**src/rtl/core/ndt_pkg.sv**
```systemverilog
// Shared types and constants of the name directory table.
`default_nettype none

package ndt_pkg;

  localparam int unsigned SECTOR_W = 10;
  localparam int unsigned TYPE_W   = 3;
  localparam int unsigned SLOT_W   = 4;
  localparam int unsigned STATUS_W = 2;
  localparam int unsigned OP_W     = 2;
  localparam int unsigned SIZE_W   = 5;

  localparam logic [SIZE_W-1:0] TABLE_SIZE_RST = 5'd10;

  // Operation codes; the unused code behaves as a lookup.
  localparam logic [OP_W-1:0] OP_LOOKUP = 2'd0;
  localparam logic [OP_W-1:0] OP_ADD    = 2'd1;
  localparam logic [OP_W-1:0] OP_REMOVE = 2'd2;

  // Configuration register indexes.
  localparam int unsigned REG_TABLE_SIZE = 0;

  typedef enum logic [STATUS_W-1:0] {
    ST_OK        = 2'd0,
    ST_NOT_FOUND = 2'd1,
    ST_DUPLICATE = 2'd2,
    ST_FULL      = 2'd3
  } status_t;

  typedef enum logic [1:0] {
    S_IDLE,
    S_SCAN,
    S_DONE
  } state_t;

  // Control from the sequencer to the entry store.
  typedef struct packed {
    logic rd_en;   // read the entry and its valid mark
    logic wr_en;   // write the entry and set its valid mark
    logic vclr;    // clear the valid mark of the write address
  } store_ctrl_t;

endpackage

`default_nettype wire

```
**src/rtl/core/ndt_canon.sv**
```systemverilog
// Name canonicalizer: cuts a name at its first zero byte and at the name length.
`default_nettype none

module ndt_canon #(
  parameter int unsigned NAME_BYTES = 9
) (
  input  wire logic [63:0]             name_low,
  input  wire logic [7:0]              name_high,
  output logic      [NAME_BYTES*8-1:0] name_canon
);

  logic [71:0] all_bytes;

  assign all_bytes = {name_high, name_low};

  always_comb begin
    logic [7:0] b;
    logic       alive;
    alive      = 1'b1;
    name_canon = '0;
    for (int i = 0; i < NAME_BYTES; i++) begin
      b = all_bytes[8*i +: 8];
      if (b == 8'd0) begin
        alive = 1'b0;
      end
      name_canon[8*i +: 8] = alive ? b : 8'd0;
    end
  end

endmodule

`default_nettype wire

```
**src/rtl/core/ndt_store.sv**
```systemverilog
// Entry store: synchronous entry memory plus the valid marks of every slot.
`default_nettype none

module ndt_store #(
  parameter int unsigned MAX_ENTRIES = 16,
  parameter int unsigned DATA_W      = 85
) (
  input  wire logic                           clk,
  input  wire logic                           rst_n,
  input  wire ndt_pkg::store_ctrl_t           ctrl,
  input  wire logic [$clog2(MAX_ENTRIES)-1:0] rd_addr,
  input  wire logic [$clog2(MAX_ENTRIES)-1:0] wr_addr,
  input  wire logic [DATA_W-1:0]              wr_data,
  output logic                                rd_valid,
  output logic      [DATA_W-1:0]              rd_data
);

  import ndt_pkg::*;

  logic [DATA_W-1:0]      mem [MAX_ENTRIES];
  logic [MAX_ENTRIES-1:0] valid_r;

  always_ff @(posedge clk) begin
    if (ctrl.wr_en) begin
      mem[wr_addr] <= wr_data;
    end
    if (ctrl.rd_en) begin
      rd_data <= mem[rd_addr];
    end
  end

  always_ff @(posedge clk) begin
    if (!rst_n) begin
      valid_r  <= '0;
      rd_valid <= 1'b0;
    end else begin
      if (ctrl.wr_en) begin
        valid_r[wr_addr] <= 1'b1;
      end else if (ctrl.vclr) begin
        valid_r[wr_addr] <= 1'b0;
      end
      if (ctrl.rd_en) begin
        rd_valid <= valid_r[rd_addr];
      end
    end
  end

endmodule

`default_nettype wire

```
**src/rtl/core/ndt_ctrl.sv**
```systemverilog
// Sequencer: scans the slots in use, then applies the operation and forms the result.
`default_nettype none

module ndt_ctrl #(
  parameter int unsigned MAX_ENTRIES = 16,
  parameter int unsigned NAME_W      = 72
) (
  input  wire logic                              clk,
  input  wire logic                              rst_n,
  input  wire logic                              in_valid,
  output logic                                   in_ready,
  input  wire logic [ndt_pkg::OP_W-1:0]          in_op,
  input  wire logic [NAME_W-1:0]                 in_name,
  input  wire logic [ndt_pkg::SECTOR_W-1:0]      in_sector,
  input  wire logic [ndt_pkg::TYPE_W-1:0]        in_type,
  input  wire logic [ndt_pkg::SIZE_W-1:0]        table_size,
  output logic                                   out_valid,
  input  wire logic                              out_ready,
  output logic      [ndt_pkg::STATUS_W-1:0]      out_status,
  output logic      [ndt_pkg::SLOT_W-1:0]        out_slot,
  output logic      [ndt_pkg::SECTOR_W-1:0]      out_sector,
  output logic      [ndt_pkg::TYPE_W-1:0]        out_type,
  output logic                                   out_empty,
  output ndt_pkg::store_ctrl_t                   st_ctrl,
  output logic      [$clog2(MAX_ENTRIES)-1:0]    st_rd_addr,
  output logic      [$clog2(MAX_ENTRIES)-1:0]    st_wr_addr,
  output logic      [NAME_W+ndt_pkg::SECTOR_W+ndt_pkg::TYPE_W-1:0] st_wr_data,
  input  wire logic                              st_rd_valid,
  input  wire logic [NAME_W+ndt_pkg::SECTOR_W+ndt_pkg::TYPE_W-1:0] st_rd_data
);

  import ndt_pkg::*;

  localparam int unsigned IDX_W  = $clog2(MAX_ENTRIES);
  localparam int unsigned CNT_W  = $clog2(MAX_ENTRIES + 1);
  localparam int unsigned SZ_W   = (CNT_W > SIZE_W) ? CNT_W : SIZE_W;
  localparam int unsigned EXT_W  = (IDX_W > SLOT_W) ? IDX_W : SLOT_W;
  localparam int unsigned DATA_W = NAME_W + SECTOR_W + TYPE_W;

  state_t state_r, state_nxt;

  logic [OP_W-1:0]     op_r, op_nxt;
  logic [NAME_W-1:0]   name_r, name_nxt;
  logic [SECTOR_W-1:0] sec_r, sec_nxt;
  logic [TYPE_W-1:0]   typ_r, typ_nxt;
  logic [CNT_W-1:0]    n_r, n_nxt;
  logic [CNT_W-1:0]    rd_cnt_r, rd_cnt_nxt;
  logic                cmp_vld_r, cmp_vld_nxt;
  logic [IDX_W-1:0]    cmp_idx_r, cmp_idx_nxt;
  logic                hit_r, hit_nxt;
  logic [IDX_W-1:0]    hit_idx_r, hit_idx_nxt;
  logic                free_r, free_nxt;
  logic [IDX_W-1:0]    free_idx_r, free_idx_nxt;
  logic [CNT_W-1:0]    vcnt_r, vcnt_nxt;
  logic [SECTOR_W-1:0] fsec_r, fsec_nxt;
  logic [TYPE_W-1:0]   ftyp_r, ftyp_nxt;

  logic                out_valid_r, out_valid_nxt;
  logic [STATUS_W-1:0] out_status_r, out_status_nxt;
  logic [SLOT_W-1:0]   out_slot_r, out_slot_nxt;
  logic [SECTOR_W-1:0] out_sector_r, out_sector_nxt;
  logic [TYPE_W-1:0]   out_type_r, out_type_nxt;
  logic                out_empty_r, out_empty_nxt;

  logic             out_free;
  logic [SZ_W-1:0]  size_ext;
  logic [SZ_W-1:0]  size_lim;
  logic             name_match;
  logic [EXT_W-1:0] hit_ext;
  logic [EXT_W-1:0] free_ext;

  assign out_free   = !out_valid_r || out_ready;
  assign size_ext   = SZ_W'(table_size);
  assign size_lim   = SZ_W'(MAX_ENTRIES);
  assign name_match = (st_rd_data[DATA_W-1 -: NAME_W] == name_r);
  assign hit_ext    = EXT_W'(hit_idx_r);
  assign free_ext   = EXT_W'(free_idx_r);

  assign in_ready   = (state_r == S_IDLE);
  assign out_valid  = out_valid_r;
  assign out_status = out_status_r;
  assign out_slot   = out_slot_r;
  assign out_sector = out_sector_r;
  assign out_type   = out_type_r;
  assign out_empty  = out_empty_r;

  always_comb begin
    state_nxt = state_r;
    unique case (state_r)
      S_IDLE: begin
        if (in_valid) begin
          state_nxt = S_SCAN;
        end
      end
      S_SCAN: begin
        if (rd_cnt_r == n_r) begin
          state_nxt = S_DONE;
        end
      end
      S_DONE: begin
        if (out_free) begin
          state_nxt = S_IDLE;
        end
      end
      default: state_nxt = S_IDLE;
    endcase
  end

  always_comb begin
    op_nxt         = op_r;
    name_nxt       = name_r;
    sec_nxt        = sec_r;
    typ_nxt        = typ_r;
    n_nxt          = n_r;
    rd_cnt_nxt     = rd_cnt_r;
    cmp_vld_nxt    = 1'b0;
    cmp_idx_nxt    = cmp_idx_r;
    hit_nxt        = hit_r;
    hit_idx_nxt    = hit_idx_r;
    free_nxt       = free_r;
    free_idx_nxt   = free_idx_r;
    vcnt_nxt       = vcnt_r;
    fsec_nxt       = fsec_r;
    ftyp_nxt       = ftyp_r;
    out_valid_nxt  = out_valid_r && !out_ready;
    out_status_nxt = out_status_r;
    out_slot_nxt   = out_slot_r;
    out_sector_nxt = out_sector_r;
    out_type_nxt   = out_type_r;
    out_empty_nxt  = out_empty_r;
    st_ctrl        = '0;
    st_rd_addr     = rd_cnt_r[IDX_W-1:0];
    st_wr_addr     = hit_idx_r;
    st_wr_data     = {name_r, sec_r, typ_r};

    unique case (state_r)
      S_IDLE: begin
        if (in_valid) begin
          op_nxt     = in_op;
          name_nxt   = in_name;
          sec_nxt    = in_sector;
          typ_nxt    = in_type;
          n_nxt      = CNT_W'((size_ext > size_lim) ? size_lim : size_ext);
          rd_cnt_nxt = '0;
          hit_nxt    = 1'b0;
          free_nxt   = 1'b0;
          vcnt_nxt   = '0;
        end
      end
      S_SCAN: begin
        // Reads run one slot ahead of the compare.
        if (rd_cnt_r < n_r) begin
          st_ctrl.rd_en = 1'b1;
          rd_cnt_nxt    = rd_cnt_r + CNT_W'(1);
          cmp_vld_nxt   = 1'b1;
          cmp_idx_nxt   = rd_cnt_r[IDX_W-1:0];
        end
        if (cmp_vld_r) begin
          if (st_rd_valid) begin
            vcnt_nxt = vcnt_r + CNT_W'(1);
            if (name_match && !hit_r) begin
              hit_nxt     = 1'b1;
              hit_idx_nxt = cmp_idx_r;
              fsec_nxt    = st_rd_data[TYPE_W +: SECTOR_W];
              ftyp_nxt    = st_rd_data[TYPE_W-1:0];
            end
          end else if (!free_r) begin
            free_nxt     = 1'b1;
            free_idx_nxt = cmp_idx_r;
          end
        end
      end
      S_DONE: begin
        if (out_free) begin
          out_valid_nxt  = 1'b1;
          out_status_nxt = ST_OK;
          out_slot_nxt   = '0;
          out_sector_nxt = '0;
          out_type_nxt   = '0;
          out_empty_nxt  = (vcnt_r == '0);
          unique case (op_r)
            OP_ADD: begin
              if (hit_r) begin
                out_status_nxt = ST_DUPLICATE;
              end else if (free_r) begin
                st_ctrl.wr_en = 1'b1;
                st_wr_addr    = free_idx_r;
                out_slot_nxt  = free_ext[SLOT_W-1:0];
                out_empty_nxt = 1'b0;
              end else begin
                out_status_nxt = ST_FULL;
              end
            end
            OP_REMOVE: begin
              if (hit_r) begin
                st_ctrl.vclr  = 1'b1;
                out_slot_nxt  = hit_ext[SLOT_W-1:0];
                out_empty_nxt = (vcnt_r == CNT_W'(1));
              end else begin
                out_status_nxt = ST_NOT_FOUND;
              end
            end
            default: begin
              if (hit_r) begin
                out_slot_nxt   = hit_ext[SLOT_W-1:0];
                out_sector_nxt = fsec_r;
                out_type_nxt   = ftyp_r;
              end else begin
                out_status_nxt = ST_NOT_FOUND;
              end
            end
          endcase
        end
      end
      default: ;
    endcase
  end

  always_ff @(posedge clk) begin
    if (!rst_n) begin
      state_r     <= S_IDLE;
      cmp_vld_r   <= 1'b0;
      out_valid_r <= 1'b0;
    end else begin
      state_r     <= state_nxt;
      cmp_vld_r   <= cmp_vld_nxt;
      out_valid_r <= out_valid_nxt;
    end
  end

  always_ff @(posedge clk) begin
    op_r         <= op_nxt;
    name_r       <= name_nxt;
    sec_r        <= sec_nxt;
    typ_r        <= typ_nxt;
    n_r          <= n_nxt;
    rd_cnt_r     <= rd_cnt_nxt;
    cmp_idx_r    <= cmp_idx_nxt;
    hit_r        <= hit_nxt;
    hit_idx_r    <= hit_idx_nxt;
    free_r       <= free_nxt;
    free_idx_r   <= free_idx_nxt;
    vcnt_r       <= vcnt_nxt;
    fsec_r       <= fsec_nxt;
    ftyp_r       <= ftyp_nxt;
    out_status_r <= out_status_nxt;
    out_slot_r   <= out_slot_nxt;
    out_sector_r <= out_sector_nxt;
    out_type_r   <= out_type_nxt;
    out_empty_r  <= out_empty_nxt;
  end

endmodule

`default_nettype wire

```
**src/rtl/core/name_directory_table_core.sv**
```systemverilog
// Top level of the name directory table: stream channels, register port and core wiring.
//
// The block keeps a table of named entries (name of up to NAME_BYTES bytes, a
// header sector and a type) and runs one operation per input transaction:
// lookup, add or remove, chosen by in_tuser. Each input transaction yields
// exactly one result transaction on the out_ channel with a status, the slot,
// the found sector and type, and a flag that tells whether the table is empty.
// The entries sit in a synchronous memory that is read one slot per cycle. An
// operation scans the n slots in use (n = table_size, capped at MAX_ENTRIES),
// and a new transaction is taken only after the result of the last one has
// been loaded into the output register. The registered memory read and the
// single read port set the pace of the scan.
// in_tready is high whenever the block is idle, also while an earlier result
// still waits in the output register. If the receiver stalls, the finished
// operation holds before its write-back until the output register is free.
// Reset clears all valid marks at once, so the table starts empty, and sets
// table_size to 10. table_size is written over the APB-style port at byte
// address 0 and should be changed only while no operation is in flight.
`default_nettype none

module name_directory_table_core #(
  parameter int unsigned MAX_ENTRIES = 16,
  parameter int unsigned NAME_BYTES  = 9
) (
  input  wire logic        clk,
  input  wire logic        rst_n,
  // in_tdata: name_low[63:0], name_high[71:64], sector[81:72],
  // entry_type[84:82], zero[87:85]
  input  wire logic        in_tvalid,
  output logic             in_tready,
  input  wire logic [87:0] in_tdata,
  // in_tuser: opcode[1:0]
  input  wire logic [1:0]  in_tuser,
  // out_tdata: status[1:0], slot_index[5:2], found_sector[15:6],
  // found_type[18:16], table_empty[19], zero[23:20]
  output logic             out_tvalid,
  input  wire logic        out_tready,
  output logic      [23:0] out_tdata,
  input  wire logic        cfg_psel,
  input  wire logic        cfg_penable,
  input  wire logic        cfg_pwrite,
  input  wire logic [2:0]  cfg_paddr,
  input  wire logic [31:0] cfg_pwdata,
  output logic      [31:0] cfg_prdata,
  output logic             cfg_pready
);

  import ndt_pkg::*;

  localparam int unsigned NAME_W = NAME_BYTES * 8;
  localparam int unsigned DATA_W = NAME_W + SECTOR_W + TYPE_W;
  localparam int unsigned IDX_W  = $clog2(MAX_ENTRIES);

  logic [SIZE_W-1:0]   table_size_r, table_size_nxt;
  logic                cfg_wr;
  logic                reg_sel;

  logic [NAME_W-1:0]   name_canon;
  store_ctrl_t         st_ctrl;
  logic [IDX_W-1:0]    st_rd_addr;
  logic [IDX_W-1:0]    st_wr_addr;
  logic [DATA_W-1:0]   st_wr_data;
  logic                st_rd_valid;
  logic [DATA_W-1:0]   st_rd_data;

  logic [STATUS_W-1:0] res_status;
  logic [SLOT_W-1:0]   res_slot;
  logic [SECTOR_W-1:0] res_sector;
  logic [TYPE_W-1:0]   res_type;
  logic                res_empty;

  // Register port: one register, decoded on its word address bit.
  assign cfg_pready = 1'b1;
  assign reg_sel    = (cfg_paddr[2] == 1'(REG_TABLE_SIZE));
  assign cfg_wr     = cfg_psel && cfg_penable && cfg_pwrite && cfg_pready;
  assign cfg_prdata = reg_sel ? 32'(table_size_r) : 32'd0;

  always_comb begin
    table_size_nxt = table_size_r;
    if (cfg_wr && reg_sel) begin
      table_size_nxt = cfg_pwdata[SIZE_W-1:0];
    end
  end

  always_ff @(posedge clk) begin
    if (!rst_n) begin
      table_size_r <= TABLE_SIZE_RST;
    end else begin
      table_size_r <= table_size_nxt;
    end
  end

  ndt_canon #(
    .NAME_BYTES (NAME_BYTES)
  ) u_canon (
    .name_low   (in_tdata[63:0]),
    .name_high  (in_tdata[71:64]),
    .name_canon (name_canon)
  );

  ndt_store #(
    .MAX_ENTRIES (MAX_ENTRIES),
    .DATA_W      (DATA_W)
  ) u_store (
    .clk      (clk),
    .rst_n    (rst_n),
    .ctrl     (st_ctrl),
    .rd_addr  (st_rd_addr),
    .wr_addr  (st_wr_addr),
    .wr_data  (st_wr_data),
    .rd_valid (st_rd_valid),
    .rd_data  (st_rd_data)
  );

  ndt_ctrl #(
    .MAX_ENTRIES (MAX_ENTRIES),
    .NAME_W      (NAME_W)
  ) u_ctrl (
    .clk         (clk),
    .rst_n       (rst_n),
    .in_valid    (in_tvalid),
    .in_ready    (in_tready),
    .in_op       (in_tuser),
    .in_name     (name_canon),
    .in_sector   (in_tdata[81:72]),
    .in_type     (in_tdata[84:82]),
    .table_size  (table_size_r),
    .out_valid   (out_tvalid),
    .out_ready   (out_tready),
    .out_status  (res_status),
    .out_slot    (res_slot),
    .out_sector  (res_sector),
    .out_type    (res_type),
    .out_empty   (res_empty),
    .st_ctrl     (st_ctrl),
    .st_rd_addr  (st_rd_addr),
    .st_wr_addr  (st_wr_addr),
    .st_wr_data  (st_wr_data),
    .st_rd_valid (st_rd_valid),
    .st_rd_data  (st_rd_data)
  );

  assign out_tdata = {4'd0, res_empty, res_type, res_sector, res_slot, res_status};

endmodule

`default_nettype wire

```
**config.mk**
```make
export PLATFORM = sky130hd
export DESIGN_NAME = name_directory_table_core
export DESIGN_NICKNAME = d
export VERILOG_FILES = /design/src/rtl/core/ndt_pkg.sv /design/src/rtl/core/ndt_canon.sv /design/src/rtl/core/ndt_store.sv /design/src/rtl/core/ndt_ctrl.sv /design/src/rtl/core/name_directory_table_core.sv
export SDC_FILE = /design/constraint.sdc
export NUM_CORES = 2
export LEC_CHECK = 0
export ABC_AREA = 1
export BUFFER_PORTS_ARGS = -buffer_cell sky130_fd_sc_hd__buf_2
export CORE_MARGIN = 4
export CORE_UTILIZATION = 62
export DETAILED_ROUTE_END_ITERATION = 16
export PLACE_DENSITY = 0.87
export SLEW_MARGIN = 40
export SYNTH_ARGS = -nofsm -noshare
export SYNTH_HDL_FRONTEND = slang
export SYNTH_SLANG_ARGS = --single-unit
export TNS_END_PERCENT = 1
```
**constraint.sdc**
```tcl
create_clock -name clk -period 8 [get_ports clk]
set_input_delay 0.8 -clock clk [delete_from_list [all_inputs] [get_ports clk]]
set_output_delay 0.8 -clock clk [all_outputs]
set_load 0.01 [all_outputs]
```
Word level (Yosys, flattened, before mapping)
Memory sizes are Yosys's and may differ from the RTL's. A register that Yosys moved wholly into a read port is not among the register bits.
Index checks and enable logic that the tools add are counted.
{ "classes": {"addsub": 2, "magnitude_cmp": 5, "eq_ne": 15, "mux": 64, "n_bitwise": 7, "n_reduce_logical": 34} }
{ "op_table": {"columns": ["op", "n"], "rows": [
  ["== test 72 bit", 1],
  ["logical NOT 8 bit", 9],
  ["2-to-1 mux 4 bit", 9],
  ["2-to-1 mux 1 bit", 32],
  ["2-to-1 mux 16 bit", 2],
  ["2-to-1 mux 5 bit", 5],
  ["case mux 5 bit (2 select lines)", 2],
  ["AND 16 bit", 1],
  ["2-to-1 mux 2 bit", 8],
  ["inverter 16 bit", 1],
  ["OR 16 bit", 1],
  ["AND reduction 4 bit", 4],
  ["adder 5 x 1 -> 5 bit, second input constant", 2],
  ["< comparator 4 x 5 -> 1 bit, second input constant", 2],
  ["!= test 2 x 1 -> 1 bit, second input constant", 5],
  ["logical AND 1 bit", 6],
  ["!= test 2 bit, second input constant", 3],
  ["case mux 1 bit (2 select lines)", 3],
  ["case mux 2 bit (3 select lines)", 1],
  ["AND reduction 2 bit", 3],
  ["AND reduction 3 bit", 2],
  ["== test 5 x 1 -> 1 bit, second input constant", 1],
  ["== test 5 bit", 1],
  ["greater-than comparator 5 bit, second input constant", 1],
  ["14 further kinds", 22]
]} }
{ "totals": {"register_bits": 175, "mem_bits_rw": 1360, "in_bits": 132, "out_inout_bits": 59, "mem_count": 1} }
{ "memory_table": {"columns": ["memory", "depth", "word_bits", "read_ports", "rd_clocked_by_memory_dff", "wr", "line", "text"], "rows": [
  ["u_store.mem", 16, 85, 1, 1, 1, "ndt_store.sv:20", "logic [DATA_W-1:0] mem [MAX_ENTRIES];"]
]} }

Depth between registers and ports, before layout
{ "depth": {"word_depth": 13, "ltp_mapped": 13, "ltp_nobuf": 13} }

By module
A second synthesis with hierarchy kept.
{ "hier_totals": {"cells_unflattened": 5071, "hier_area_um2": 64657.0} }
{ "by_module_without_submodules": {"columns": ["module", "n_inst", "cells_per_inst", "area_per_inst_um2", "seq_area_each_um2"], "rows": [
  ["ndt_store", 1, 4153, 56539.2, 43731.9],
  ["ndt_ctrl", 1, 652, 6771.5, 4554.4],
  ["ndt_canon", 1, 187, 818.3, 0.0],
  ["name_directory_table_core", 1, 79, 528.0, 100.1]
]} }

Least setup slack after synthesis
Ideal clock, no wire load.
{ "synth_path": {"path_type": "flip-flop to flip-flop", "startpoint": "register u_ctrl.rd_cnt_r[0]", "endpoint": "register u_ctrl.rd_cnt_r[0] (enable)", "setup_ns": 0.328, "arrival_ns": 5.901, "required_ns": 7.672, "slack_ns": 1.771, "stages_incl_launch_ff": 13, "path_buffers": 4, "period_less_slack_ns": 6.229, "cell_sequence": "edfxtp_1 > buf_2 > inv_1 > buf_4 > buf_4 > buf_2 > ha_1 > inv_1 > nand2_1 > o211ai_1 > nor2_1 > inv_1 > nand2_1"} }
{ "synth_between": {"elab_chain_cells": 3} }
{ "synth_rtl": {"columns": ["element", "line", "text"], "rows": [
  ["start: declaration", "ndt_ctrl.sv:47", "logic [CNT_W-1:0] rd_cnt_r, rd_cnt_nxt;"],
  ["start signal: assignment", "ndt_ctrl.sv:237", "rd_cnt_r <= rd_cnt_nxt;"],
  ["< comparator 5 bit", "ndt_ctrl.sv:152", "if (rd_cnt_r < n_r) begin"],
  ["!= test 2 x 1 -> 1 bit (no line)", null, null],
  ["AND reduction 3 bit (no line)", null, null]
]} }
Every way passes these cells.
A chain may end at the register's enable or synchronous reset.

Worst setup path in the final report
{ "layout_path": {"startpoint": "register u_ctrl.state_r[0]", "endpoint": "memory u_store.mem[13][81] (enable)"} }
{ "layout_between": {"elab_chain_cells": 4, "word_cells_on_any_way": 5, "cone_classes": "eq/ne: 1; mux: 4"} }
{ "layout_rtl": {"columns": ["element", "line", "text"], "rows": [
  ["start: declaration", "ndt_ctrl.sv:40", "state_t state_r, state_nxt;"],
  ["start signal: assignment", "ndt_ctrl.sv:225", "state_r <= state_nxt;"],
  ["== test 2 bit *", "ndt_ctrl.sv:136", "unique case (state_r)"],
  ["2-to-1 mux 2 bit", "ndt_ctrl.sv:136", null],
  ["2-to-1 mux 1 bit", "ndt_store.sv:24", "if (ctrl.wr_en) begin"],
  ["2-to-1 mux 1 bit (implied by the code)", "ndt_store.sv:25", "mem[wr_addr] <= wr_data;"],
  ["end: declaration", "ndt_store.sv:20", null]
]} }
Mark *: on every way between the ends. The rest lies on a longest branch, timed or not.

==> flow_metrics.py <==
metrics = {
    "synth": {
        "ys_types": 40,
        "postSynthAreaPerCell_sq_um": 13.6,
        "yosysWarnings": 0,
        "synth_top_area_share_pct": 74.6,
        "synth_seq_cells": 1620,
        "synthTopCellsByArea": "edfxtp_1 (75%), nor2_1 (5.7%), o21ai_0 (3.3%)",
        "synth_cells": 4734,
        "syn_area_sq_mm": 0.0641,
        "synth_top_area_cell": "edfxtp_1",
        "ys_seq_area_share_pct": 75.4,
    },
    "setup_path": {
        "crit_path_start_kind": "flip-flop",
        "path_buf_inv": 3,
        "worstSetupPathType": "flip-flop to flip-flop",
        "crit_arrival_ns": 4.34,
        "end_kind": "flip-flop",
        "critical_path.most_common_cell": "nand2_2",
        "slowest_delay_ns": 0.82,
        "cp_max_fo": 46,
        "worstPathCellList": "inv_1, nand2_2, nor2_4, nand2_4, o21ai_4, nand2_2, nor2_1, nand2_1, inv_4, buf_4",
        "slowest_stage": "buf_4",
        "worstPathRequired_ns": 8.36,
        "cp_top_family": "buffers and inverters",
    },
    "clocking": {
        "cts_resized": 0,
        "cts_setup_buffers": 0,
        "cts-htree-levels": 4,
        "cts-root-buf": "clkbuf_16",
        "clk_path_buf_depth": 3,
        "cts_sinks": 1620,
        "tritoncts": "done",
        "worstSkewPairLatency_ns": 0.78,
        "cts_buffers": 152,
        "holdBufCountCts": 0,
        "clkTransAtPathRegs_ns": 0.06,
    },
    "timing": {
        "timing.fmax_mhz": 251,
        "finalCriticalPeriod_ns": 3.98,
        "setup_viol": 0,
        "finalWorstSetupSlack_ns": 4.02,
        "tns_ns": 0,
        "finalHoldViolCount": 0,
        "fin_crit_sh_pct": 49.8,
        "fin_skew_ns": 0.0450,
        "grt_setup_unrepaired": "false",
        "slew_viol_final": 0,
        "max_slew_margin_pct": 39.8,
        "tightest_slew_ns": 0.893,
    },
    "power_and_ir_drop": {
        "combPwrFrac_pct": 11.1,
        "cellLeakagePower_nw": 23.8,
        "p_seq_share_pct": 51.7,
        "clkPwrFrac_pct": 37.2,
        "power.density_mw_per_mm2": 268,
        "irDropWorstVdd_mv": 0.224,
        "p_sw_w": 0.00478,
        "swShare_pct": 25.3,
        "internal-power_w": 0.0141,
    },
    "detailed_routing": {
        "wirelength_microns": 162000,
        "via_per_inst": 6.60,
        "wl_per_cell_microns": 25.8,
        "detail-route-antenna-nets": 0,
        "drtIter0Drc": 7153,
        "vias": 41349,
        "drcViolationCount": 0,
        "firstDrtPassIters": 15,
    },
    "place": {
        "placed_cells": 5996,
        "placed_area_sq_mm": 0.0656,
        "io_buffer_count": 126,
        "detailed_place_hpwl_microns": 80100,
        "dp_slack_ns": 3.61,
        "place_congestion": 0.818,
    },
    "finish": {
        "num_antenna_cells": 0,
        "multi_input_area_sq_mm": 0.0134,
        "area_delta_synth_final_pct": 9.90,
        "seqCellArea_sq_mm": 0.0484,
        "final_cell_mix": "edfxtp_1 (1594), nor2_1 (975), o21ai_0 (426)",
        "fin_area_sq_mm": 0.0705,
        "fillers": 6051,
        "final_common_cell": "edfxtp_1",
        "fin_cells": 6266,
        "final_util_pct": 69.0,
        "nets": 4928,
        "layout-drive-gt1-share_pct": 8.72,
    },
    "floorplanning": {
        "io_pins": 191,
        "die_area_sq_mm": 0.109,
        "die_w_microns": 330,
        "start_util_pct": 62.8,
        "design.core.area_sq_mm": 0.102,
        "row_count": 117,
        "die_y_microns": 330,
    },
    "global_route": {
        "grt-ovfl-total": 0,
        "antenna_found_initial": 0,
        "grt_use_total_pct": 29.3,
        "grt_max_degree": 198,
        "grt_pass1_vias": 39936,
        "grt_pass1_wl_microns": 239000,
    },
    "run": {
        "drv_cap": 0,
    },
    "status": {
        "status": "complete, no violations",
    },
    "min_path": {
        "hold_path_class": "primary input to flip-flop",
    },
}
[per-stage QoR]
step           power [W]  hold slack [ns]
2_1_floorplan     0.0113            0.400
3_3_place_gp      0.0118            0.404
3_5_place_dp      0.0119            0.405
4_1_cts           0.0188            0.168
5_1_grt           0.0194            0.187
6_report          0.0189            0.206
[synth_stat cells]
master	n
edfxtp_1	1594
nor2_1	977
o21ai_0	427
nand2_1	398
inv_1	225
o32ai_1	170
nand3_1	149
clkbuf_1	147
mux2i_1	126
o211ai_1	94
o221ai_1	82
buf_2	78
buf_4	62
o22ai_1	45
a21oi_1	29
dfxtp_1	26
buf_6	14
ha_1	11
xnor2_1	11
nor3_1	9
nand2_2	8
buf_1	7
nor2_2	7
nor4_1	6
a21oi_2	5
clkinv_1	3
nor2_4	3
o21ai_2	3
xor2_1	3
conb_1	2
inv_2	2
nand4_1	2
nand4_2	2
a41oi_1	1
and3_1	1
clkbuf_2	1
nand2_4	1
o21ai_4	1
o31ai_4	1
or2_2	1
[registers in the layout (all words and copies together), names as in the netlist, 5 cells and up, named ones only]
register	cells
u_store.mem	1360
table_size_r	5
u_store.rd_data	85
u_ctrl.name_r	72
u_ctrl.sec_r	10
u_ctrl.n_r	5
u_ctrl.rd_cnt_r	5
u_ctrl.fsec_r	10
u_ctrl.vcnt_r	5
u_ctrl.out_sector	10
[final timing paths]
path | end | depth (start not counted) | slack [ns] | startpoint
min | u_ctrl.sec_r[0]$_DFFE_PP_ | 1 | 0.21 | in_tdata[72]
max | u_store.mem[13][81]$_DFFE_PP_ | 10 | 4.02 | u_ctrl.state_r[0]$_SDFFE_PN0P_
max reg2reg | u_store.mem[13][81]$_DFFE_PP_ | 10 | 4.02 | u_ctrl.state_r[0]$_SDFFE_PN0P_
min reg2reg | u_ctrl.fsec_r[7]$_DFFE_PP_ | 0 | 0.42 | u_store.rd_data[10]$_DFFE_PP_
[layout make-up]
type                       count  share of cell area, %
clock buffer                 196                   5.76
tap                         1368                   2.43
multi-input combinational   2605                   19.1
inverter                     230                   1.35
timing repair buffer         176                   1.76
sequential                  1620                   68.6
clock inverter                71                   1.01
[power groups by stage]
| stage | clock network (W) | logic [W] | registers, W |
|---|---|---|---|
| 2_1_floorplan | 0 | 0.00144 | 0.00986 |
| 3_3_place_gp | 0 | 0.00186 | 0.00992 |
| 3_5_place_dp | 0 | 0.00197 | 0.00993 |
| 4_1_cts | 0.00701 | 0.00203 | 0.00976 |
| 5_1_grt | 0.00738 | 0.00224 | 0.00978 |
| 6_report | 0.00702 | 0.00209 | 0.00977 |
[routing by layer]
layer / track usage, % / wire, microns
met3: 5.89 / 20700
met2: 47.8 / 77500
met1: 38.2 / 54700
met5: 0 / 0
met4: 14.2 / 8660
[cells by family (layout without fill, tap and decap cells)]
kind of cell / Yosys count / in the layout / synth area share (%)
AOI/OAI and AO/OA: 858 / 858 / 8.72
xor gates and xnor gates: 14 / 14 / 0.191
adders and majority gates: 11 / 11 / 0.215
buffers and inverters: 539 / 673 / 3.83
DFF: 1620 / 1620 / 75.4
muxes: 126 / 126 / 1.97
other: 2 / 32 / 0.0117
and+or+nand+nor: 1564 / 1564 / 9.63
Power figures use the tool's default switching activity.
